<file path="config.mk">
export PLATFORM = sky130hd
export DESIGN_NAME = crlf_terminated_packet_receiver
export DESIGN_NICKNAME = d
export VERILOG_FILES = /design/src/rtl/core/crlf_pkg.sv /design/src/rtl/core/crlf_terminated_packet_receiver.sv
export VERILOG_INCLUDE_DIRS = /design/src /design/src/rtl/core
export SDC_FILE = /design/constraint.sdc
export NUM_CORES = 1
export LEC_CHECK = 0
export ABC_AREA = 0
export BUFFER_PORTS_ARGS = -buffer_cell sky130_fd_sc_hd__buf_2
export CAP_MARGIN = 0
export CORE_ASPECT_RATIO = 0.9
export CORE_MARGIN = 1
export CORE_UTILIZATION = 55
export CTS_BUF_LIST = sky130_fd_sc_hd__clkbuf_4 sky130_fd_sc_hd__clkbuf_8 sky130_fd_sc_hd__clkbuf_16
export DETAILED_ROUTE_END_ITERATION = 8
export GPL_TIMING_DRIVEN = 0
export HOLD_SLACK_MARGIN = 0.02
export PLACE_DENSITY = 0.71
export SLEW_MARGIN = 40
export SYNTH_ARGS = -nofsm -noshare
export SYNTH_HDL_FRONTEND = slang
export SYNTH_SLANG_ARGS = --single-unit
</file>
<file path="constraint.sdc">
create_clock -name clk -period 2.48 [get_ports clk]
set_input_delay 0.124 -clock clk [delete_from_list [all_inputs] [get_ports clk]]
set_output_delay 0.124 -clock clk [all_outputs]
set_load 0.05 [all_outputs]
</file>
<file path="src/rtl/core/crlf_terminated_packet_receiver_defines.svh">
// Assertion macros for the CRLF packet receiver.
// Expects clk and arst_n in the scope of use.
`ifndef CRLF_TERMINATED_PACKET_RECEIVER_DEFINES_SVH
`define CRLF_TERMINATED_PACKET_RECEIVER_DEFINES_SVH

// same-cycle implication
`define CRLF_ASSERT_NOW(label, ante, cons, msg) \
	label: assert property (@(posedge clk) disable iff (!arst_n) (ante) |-> (cons)) \
		else $error(msg);

// next-cycle implication
`define CRLF_ASSERT_NEXT(label, ante, cons, msg) \
	label: assert property (@(posedge clk) disable iff (!arst_n) (ante) |=> (cons)) \
		else $error(msg);

`endif

</file>
<file path="src/rtl/core/crlf_pkg.sv">
// Types and constants for the CRLF packet receiver.
// No dependencies.
package crlf_pkg;

	localparam int unsigned PACKET_BYTES = 64;

	typedef enum logic [1:0] {
		REQ_RX_BYTE = 2'd0,
		REQ_READ    = 2'd1,
		REQ_TAKE    = 2'd2
	} req_type_t;

	typedef enum logic [1:0] {
		PH_HEADER = 2'd0,
		PH_DATA   = 2'd1,
		PH_END2   = 2'd2
	} phase_t;

	typedef enum logic [1:0] {
		REG_HDR_A = 2'd0,
		REG_HDR_B = 2'd1,
		REG_END1  = 2'd2,
		REG_END2  = 2'd3
	} reg_idx_t;

	localparam logic [7:0] HDR_A_RST = 8'd115;
	localparam logic [7:0] HDR_B_RST = 8'd114;
	localparam logic [7:0] END1_RST  = 8'd13;
	localparam logic [7:0] END2_RST  = 8'd10;

	typedef struct packed {
		logic [1:0] req_type;
		logic [7:0] rx_byte;
		logic [5:0] read_index;
	} crlf_in_t;

	typedef struct packed {
		logic       packet_ready;
		logic [5:0] packet_length;
		logic [7:0] read_data;
		logic       overflow;
	} crlf_out_t;

endpackage

</file>
<file path="src/rtl/core/crlf_terminated_packet_receiver.sv">
// Top level of the CRLF packet receiver: framer, packet store, host reads, APB registers.
// Depends on crlf_pkg and crlf_terminated_packet_receiver_defines.svh.
//
// channel | signals                                  | direction
// --------+------------------------------------------+----------
// in      | in_valid, in_ready, in_data              | sink
// out     | out_valid, out_ready, out_data           | source
// apb     | psel, penable, pwrite, paddr, pwdata,    | slave
//         | prdata, pready                           |
//
// One word per cycle while the output is not stalled; each result passes through stage 1
// (state and store read at acceptance, store read data registered), then the output register.
// Reset clears phase, write position, flags and pipeline valids; store is not cleared.
// A stalled output holds; one more word is taken into stage 1 before in_ready drops.
`include "crlf_terminated_packet_receiver_defines.svh"

module crlf_terminated_packet_receiver #(
	parameter int unsigned PACKET_BYTES = crlf_pkg::PACKET_BYTES
) (
	input  logic               clk,
	input  logic               arst_n,
	input  logic               in_valid,
	output logic               in_ready,
	input  crlf_pkg::crlf_in_t  in_data,
	output logic               out_valid,
	input  logic               out_ready,
	output crlf_pkg::crlf_out_t out_data,
	input  logic               psel,
	input  logic               penable,
	input  logic               pwrite,
	input  logic [3:0]         paddr,
	input  logic [31:0]        pwdata,
	output logic [31:0]        prdata,
	output logic               pready
);

	localparam int unsigned AW = (PACKET_BYTES > 1) ? $clog2(PACKET_BYTES) : 1;
	localparam int unsigned CW = (AW > 6) ? AW : 6;
	localparam logic [AW-1:0] LAST_POS = AW'(PACKET_BYTES - 1);

	// configuration
	logic [7:0] hdr_a_q, hdr_b_q, end1_q, end2_q;
	logic       cfg_wr;

	assign pready = 1'b1;
	assign cfg_wr = psel & penable & pwrite & pready;

	always_ff @(posedge clk or negedge arst_n) begin
		if (!arst_n) begin
			hdr_a_q <= crlf_pkg::HDR_A_RST;
			hdr_b_q <= crlf_pkg::HDR_B_RST;
			end1_q  <= crlf_pkg::END1_RST;
			end2_q  <= crlf_pkg::END2_RST;
		end else if (cfg_wr) begin
			unique case (crlf_pkg::reg_idx_t'(paddr[3:2]))
				crlf_pkg::REG_HDR_A: hdr_a_q <= pwdata[7:0];
				crlf_pkg::REG_HDR_B: hdr_b_q <= pwdata[7:0];
				crlf_pkg::REG_END1:  end1_q  <= pwdata[7:0];
				crlf_pkg::REG_END2:  end2_q  <= pwdata[7:0];
				default: ;
			endcase
		end
	end

	always_comb begin
		unique case (crlf_pkg::reg_idx_t'(paddr[3:2]))
			crlf_pkg::REG_HDR_A: prdata = {24'd0, hdr_a_q};
			crlf_pkg::REG_HDR_B: prdata = {24'd0, hdr_b_q};
			crlf_pkg::REG_END1:  prdata = {24'd0, end1_q};
			crlf_pkg::REG_END2:  prdata = {24'd0, end2_q};
			default:             prdata = 32'd0;
		endcase
	end

	// pipeline handshake
	logic s1_v_s1, s2_v_s2;
	logic s1_adv, in_acc;

	assign s1_adv   = s1_v_s1 & (~s2_v_s2 | out_ready);
	assign in_ready = ~s1_v_s1 | s1_adv;
	assign in_acc   = in_valid & in_ready;

	// framer state
	crlf_pkg::phase_t ph_q, ph_d;
	logic [AW-1:0]    wpos_q, wpos_d;
	logic             rdy_q, rdy_d;
	logic             ovf_q, ovf_d;
	logic             wr_en;
	logic [AW-1:0]    wr_addr;
	logic             is_rx, is_hdr;

	assign is_rx  = crlf_pkg::req_type_t'(in_data.req_type) == crlf_pkg::REQ_RX_BYTE;
	assign is_hdr = ((in_data.rx_byte == hdr_a_q) | (in_data.rx_byte == hdr_b_q)) & ~rdy_q;

	// next state
	always_comb begin
		ph_d = ph_q;
		if (is_rx) begin
			unique case (ph_q)
				crlf_pkg::PH_DATA:
					if (in_data.rx_byte == end1_q) ph_d = crlf_pkg::PH_END2;
				crlf_pkg::PH_END2:
					if (in_data.rx_byte == end2_q) ph_d = crlf_pkg::PH_HEADER;
				default:
					if (is_hdr) ph_d = crlf_pkg::PH_DATA;
			endcase
		end
	end

	// outputs of the framer
	always_comb begin
		wpos_d  = wpos_q;
		rdy_d   = rdy_q;
		ovf_d   = ovf_q;
		wr_en   = 1'b0;
		wr_addr = wpos_q;
		unique case (crlf_pkg::req_type_t'(in_data.req_type))
			crlf_pkg::REQ_RX_BYTE: begin
				unique case (ph_q)
					crlf_pkg::PH_DATA: begin
						if (in_data.rx_byte != end1_q) begin
							if (wpos_q < LAST_POS) begin
								wr_en  = 1'b1;
								wpos_d = wpos_q + AW'(1);
							end else begin
								ovf_d = 1'b1;
							end
						end
					end
					crlf_pkg::PH_END2: begin
						if (in_data.rx_byte == end2_q) rdy_d = 1'b1;
					end
					default: begin
						if (is_hdr) begin
							wr_en   = 1'b1;
							wr_addr = '0;
							wpos_d  = AW'(1);
							ovf_d   = 1'b0;
						end
					end
				endcase
			end
			crlf_pkg::REQ_TAKE: rdy_d = 1'b0;
			default: ;
		endcase
	end

	always_ff @(posedge clk or negedge arst_n) begin
		if (!arst_n) begin
			ph_q   <= crlf_pkg::PH_HEADER;
			wpos_q <= '0;
			rdy_q  <= 1'b0;
			ovf_q  <= 1'b0;
		end else if (in_acc) begin
			ph_q   <= ph_d;
			wpos_q <= wpos_d;
			rdy_q  <= rdy_d;
			ovf_q  <= ovf_d;
		end
	end

	// packet store
	logic [7:0]    store_mem [PACKET_BYTES];
	logic [CW-1:0] idx_ext, wpos_ext, wpos_d_ext;
	logic [AW-1:0] rd_addr;
	logic          rd_hit;

	assign idx_ext    = CW'(in_data.read_index);
	assign wpos_ext   = CW'(wpos_q);
	assign wpos_d_ext = CW'(wpos_d);
	assign rd_addr    = idx_ext[AW-1:0];
	assign rd_hit     = (crlf_pkg::req_type_t'(in_data.req_type) == crlf_pkg::REQ_READ)
		& (idx_ext < wpos_ext);

	logic [7:0] rd_data_s1;

	always_ff @(posedge clk) begin
		if (in_acc && wr_en) store_mem[wr_addr] <= in_data.rx_byte;
		if (in_acc) rd_data_s1 <= store_mem[rd_addr];
	end

	// stage 1
	logic       rdy_s1, ovf_s1, hit_s1;
	logic [5:0] len_s1;

	always_ff @(posedge clk or negedge arst_n) begin
		if (!arst_n) s1_v_s1 <= 1'b0;
		else if (in_ready) s1_v_s1 <= in_valid;
	end

	always_ff @(posedge clk) begin
		if (in_acc) begin
			rdy_s1 <= rdy_q;
			ovf_s1 <= ovf_d;
			hit_s1 <= rd_hit;
			len_s1 <= wpos_d_ext[5:0];
		end
	end

	// stage 2, output register
	crlf_pkg::crlf_out_t out_s2;

	always_ff @(posedge clk or negedge arst_n) begin
		if (!arst_n) s2_v_s2 <= 1'b0;
		else if (~s2_v_s2 | out_ready) s2_v_s2 <= s1_v_s1;
	end

	always_ff @(posedge clk) begin
		if (s1_adv) begin
			out_s2.packet_ready  <= rdy_s1;
			out_s2.packet_length <= len_s1;
			out_s2.read_data     <= hit_s1 ? rd_data_s1 : 8'd0;
			out_s2.overflow      <= ovf_s1;
		end
	end

	assign out_valid = s2_v_s2;
	assign out_data  = out_s2;

	`CRLF_ASSERT_NOW(a_wpos_bound, 1'b1, wpos_q <= LAST_POS, "write position past last slot")
	`CRLF_ASSERT_NOW(a_ovf_full, ovf_q, wpos_q == LAST_POS, "overflow with room left")
	`CRLF_ASSERT_NOW(a_rdy_rise, $rose(rdy_q), ph_q == crlf_pkg::PH_HEADER, "ready set mid-packet")
	`CRLF_ASSERT_NEXT(a_pending_hold, rdy_q && ph_q == crlf_pkg::PH_HEADER, $stable(wpos_q), "header taken while pending")
	`CRLF_ASSERT_NOW(a_stall_full, !in_ready, s1_v_s1 && s2_v_s2 && !out_ready, "input stalled with room")

endmodule

</file>
==> results.md <==
- Status: finished, violations left
- Failing checks: negative setup slack
- Root buf cell: clkbuf_16
- Yosys top cell by area: edfxtp_1
- Synth Instances: 1150
- Asr flop ratio synth: 0.07470
- Worst Setup SP: end1_q[2]
- Most frequent cell after synthesis: edfxtp_1
- CTS max path bufs: 3
- Nets: 1430
- Count of cell types in the netlist: 56
- Main synth FF type: edfxtp_1
- Half-perimeter wire length after placement: 33.41 mm
- Worst Path Arrival: 2790 ps
- Final Core Density: 0.6731
- Unrepaired setup endpoints after global routing: true
- Met1 GRT Util: 0.3613
- Post-synthesis register bit count: 589
- Mean area per synthesized cell: 20.65 µm²
- Pleak: 9.276 nW
- Drt drc: 0
- Inserted Diodes: 0
- Initial Utilization: 0.5628
- First-pass GRT wire length: 78.71 mm
- Max-cap violation count: 0
- HP Start: in_data[9]
- Vias in the first global route: 12.08k
- Fill cells: 2683
- Final Cycle Share: 1.001
- Initial drt markers: 1293
- PortBufs: 57
- Synth top cells by count: edfxtp_1 (545), mux4_2 (168), nor2_1 (78)
- H-tree depth: 2
- Met3 Track Usage GR: 0.05632
- Met2 Track Usage GR: 0.3896
- Finished Layout Cells: 1952
- Netlist Area Pre-Place: 23750 µm²
- Post-DRT Antenna Nets: 0
- Worst slew margin: 0.4330
- DIE HEIGHT: 199.1 µm
- Post-Place Setup Slack: -1194 ps
- Post-DR wirelength/cell: 27.62 µm
- Largest net degree at the start of global routing: 69
- Worst Setup Start Kind: flop
- Minimum clock period: 2482 ps
- TritonCTS Buffers: 56
- Clock slew at reported path FFs: 60 ps
- Power per Cell Area: 783.3 nW/µm²
- Top-area cell type share of the netlist area: 0.6891
- Post-synth EDFFs: 545
- GP Congestion: 0.9103
- Worst setup margin: -2.388 ps
- Layout cell share with drive strength beyond 1: 0.4085
- Synth area leaders: edfxtp_1 (69%), mux4_2 (16%), dfrtp_1 (3.2%)
- Placed cells: 1777
- Wirelength, routed: 53.91 mm
- Top Ports: 110
- Die W: 221.0 µm
- Clk sinks: 589
- Row Count: 71
- Die area: 44020 µm²
- CP Class: reg -> reg
- F_max: 0.4028 GHz
- WP data required: 2790 ps
- Final setup vio count: 1
- Total GRT Usage: 0.2518
- Worst min-delay path class: in -> reg
- First-pass DRT Iterations: 5
- Least-Margin Pin Slew: 850.4 ps
- Via count: 12.07k
- Setup TNS: -2.388 ps
- Syn. warnings: 0
- Global route hottest layer: met2
- Clock insertion delay at the later pin of the skew report: 600 ps
- Layout Skew: 17.65 ps
- Hold Violations, Final: 0
- CTS tree: yes
- Final slew viol count: 0
- Grt ovf: 0
- Worst r2r src: end1_q[2]
- P&R area growth vs syn: 19.59%
- Initial antenna violation count: 0
- VDD IR max: 0.6622 mV
- Setup slack, reg-to-reg: -2 ps
- Core Region: 42200 µm²
- Post-DR vias/cell: 6.184
- Setup crit end kind: flop
- Worst-path fanout max: 5
- Sequential share of the synthesized area: 0.7362
==> area by class of cell <==
type                            instances  area [µm²]  area share
Tap cell                              547       684.4     0.02410
Multi-Input combinational cell        495        6573      0.2314
Inverter                               11       45.04    0.001586
Timing Repair Buffer                  133        1318     0.04639
Sequential cell                       589       17490      0.6157
Buffer                                 77       498.0     0.01753
Clock inverter                         33       296.5     0.01044
Clock buffer                           67        1501     0.05286
==> flip-flops by register name, summed over array words and instances (netlist names) <==
name,cells
end1_q,8
ph_q,2
s1_v_s1,1
wpos_ext,6
rd_data_s1,8
store_mem,512
len_s1,6
end2_q,8
hdr_b_q,8
ovf_q,1
ovf_s1,1
hdr_a_q,8
out_data,16
rdy_s1,1
out_valid,1
hit_s1,1
rdy_q,1
==> layout by cell type (no fill, tap or decap), types with 16 or more instances in the layout <==
cell,count
conb_1,25
buf_12,32
dlygate4sd3_1,19
mux2_2,32
a22oi_1,16
buf_4,61
clkbuf_16,59
buf_2,62
dfrtp_1,28
mux4_2,168
edfxtp_1,545
nor2_4,63
nand2_1,21
xnor2_1,16
==> stage by stage <==
step	area (µm²)	power, mW	hold slack [ps]
final	28400	22.25	20.16
after global routing	28400	22.90	25.20
after CTS	27910	22.23	52.23
after detailed placement	25170	13.77	153.4
after global placement	25120	13.72	335.7
after floorplan	24150	13.01	-171.6
==> power by group <==
part	total (mW)	internal, mW	leakage (nW)	switching, mW
registers	11.3	11.1	5.40	0.174
clock network	8.41	4.90	0.900	3.51
logic	2.53	0.878	2.97	1.65
==> layer usage <==
metal / vias to the layer above / part of all wire
li1: 5116 / -
met1: 6307 / 0.41
met2: 554 / 0.47
met3: 94 / 0.090
met4: 0 / 0.026
met5: - / 0
==> final timing paths <==
kind,end,cells past startpoint
max,store_mem[35][5],10
min,store_mem[20][3],2
max reg2reg,store_mem[35][5],10
min reg2reg,out_data[12],0
max in group asynchronous,out_valid,2
min in group asynchronous,hdr_b_q[3],2
==> kinds of logic (layout without fill, tap and decap cells) <==
logic type                 after synthesis  in the layout  share of synthesized area
xor gates and xnor gates                33             33                    0.01217
DFF                                    589            589                     0.7362
AOI/OAI and AO/OA                       68             68                    0.02118
buffers and inverters                   89            321                    0.01939
adders and majority gates                8              8                   0.004215
and+or+nand+nor                        160            160                    0.03161
muxes                                  201            201                     0.1749
other                                    2             25                  0.0003162
==> timing repair <==
item                                   in CTS  in global routing
pin swaps                                  21                 30
resized for setup                          76                 31
buffers inserted                           30                 23
gates cloned                                1                  1
endpoints found under the hold margin      81                 30
hold buffers                               17                  3
setup endpoints to repair                 522                506
==> critical path, cell delays in order (launching register included) <==
cell       delay, ps
dfstp_2          560
xor2_2           180
nor4_4            80
a21o_1           240
buf_6            140
nor4_4           240
nand2_2          110
buf_12           180
clkbuf_16        170
nor2_4           120
buf_4            160
(Power assumes the default switching activity.)
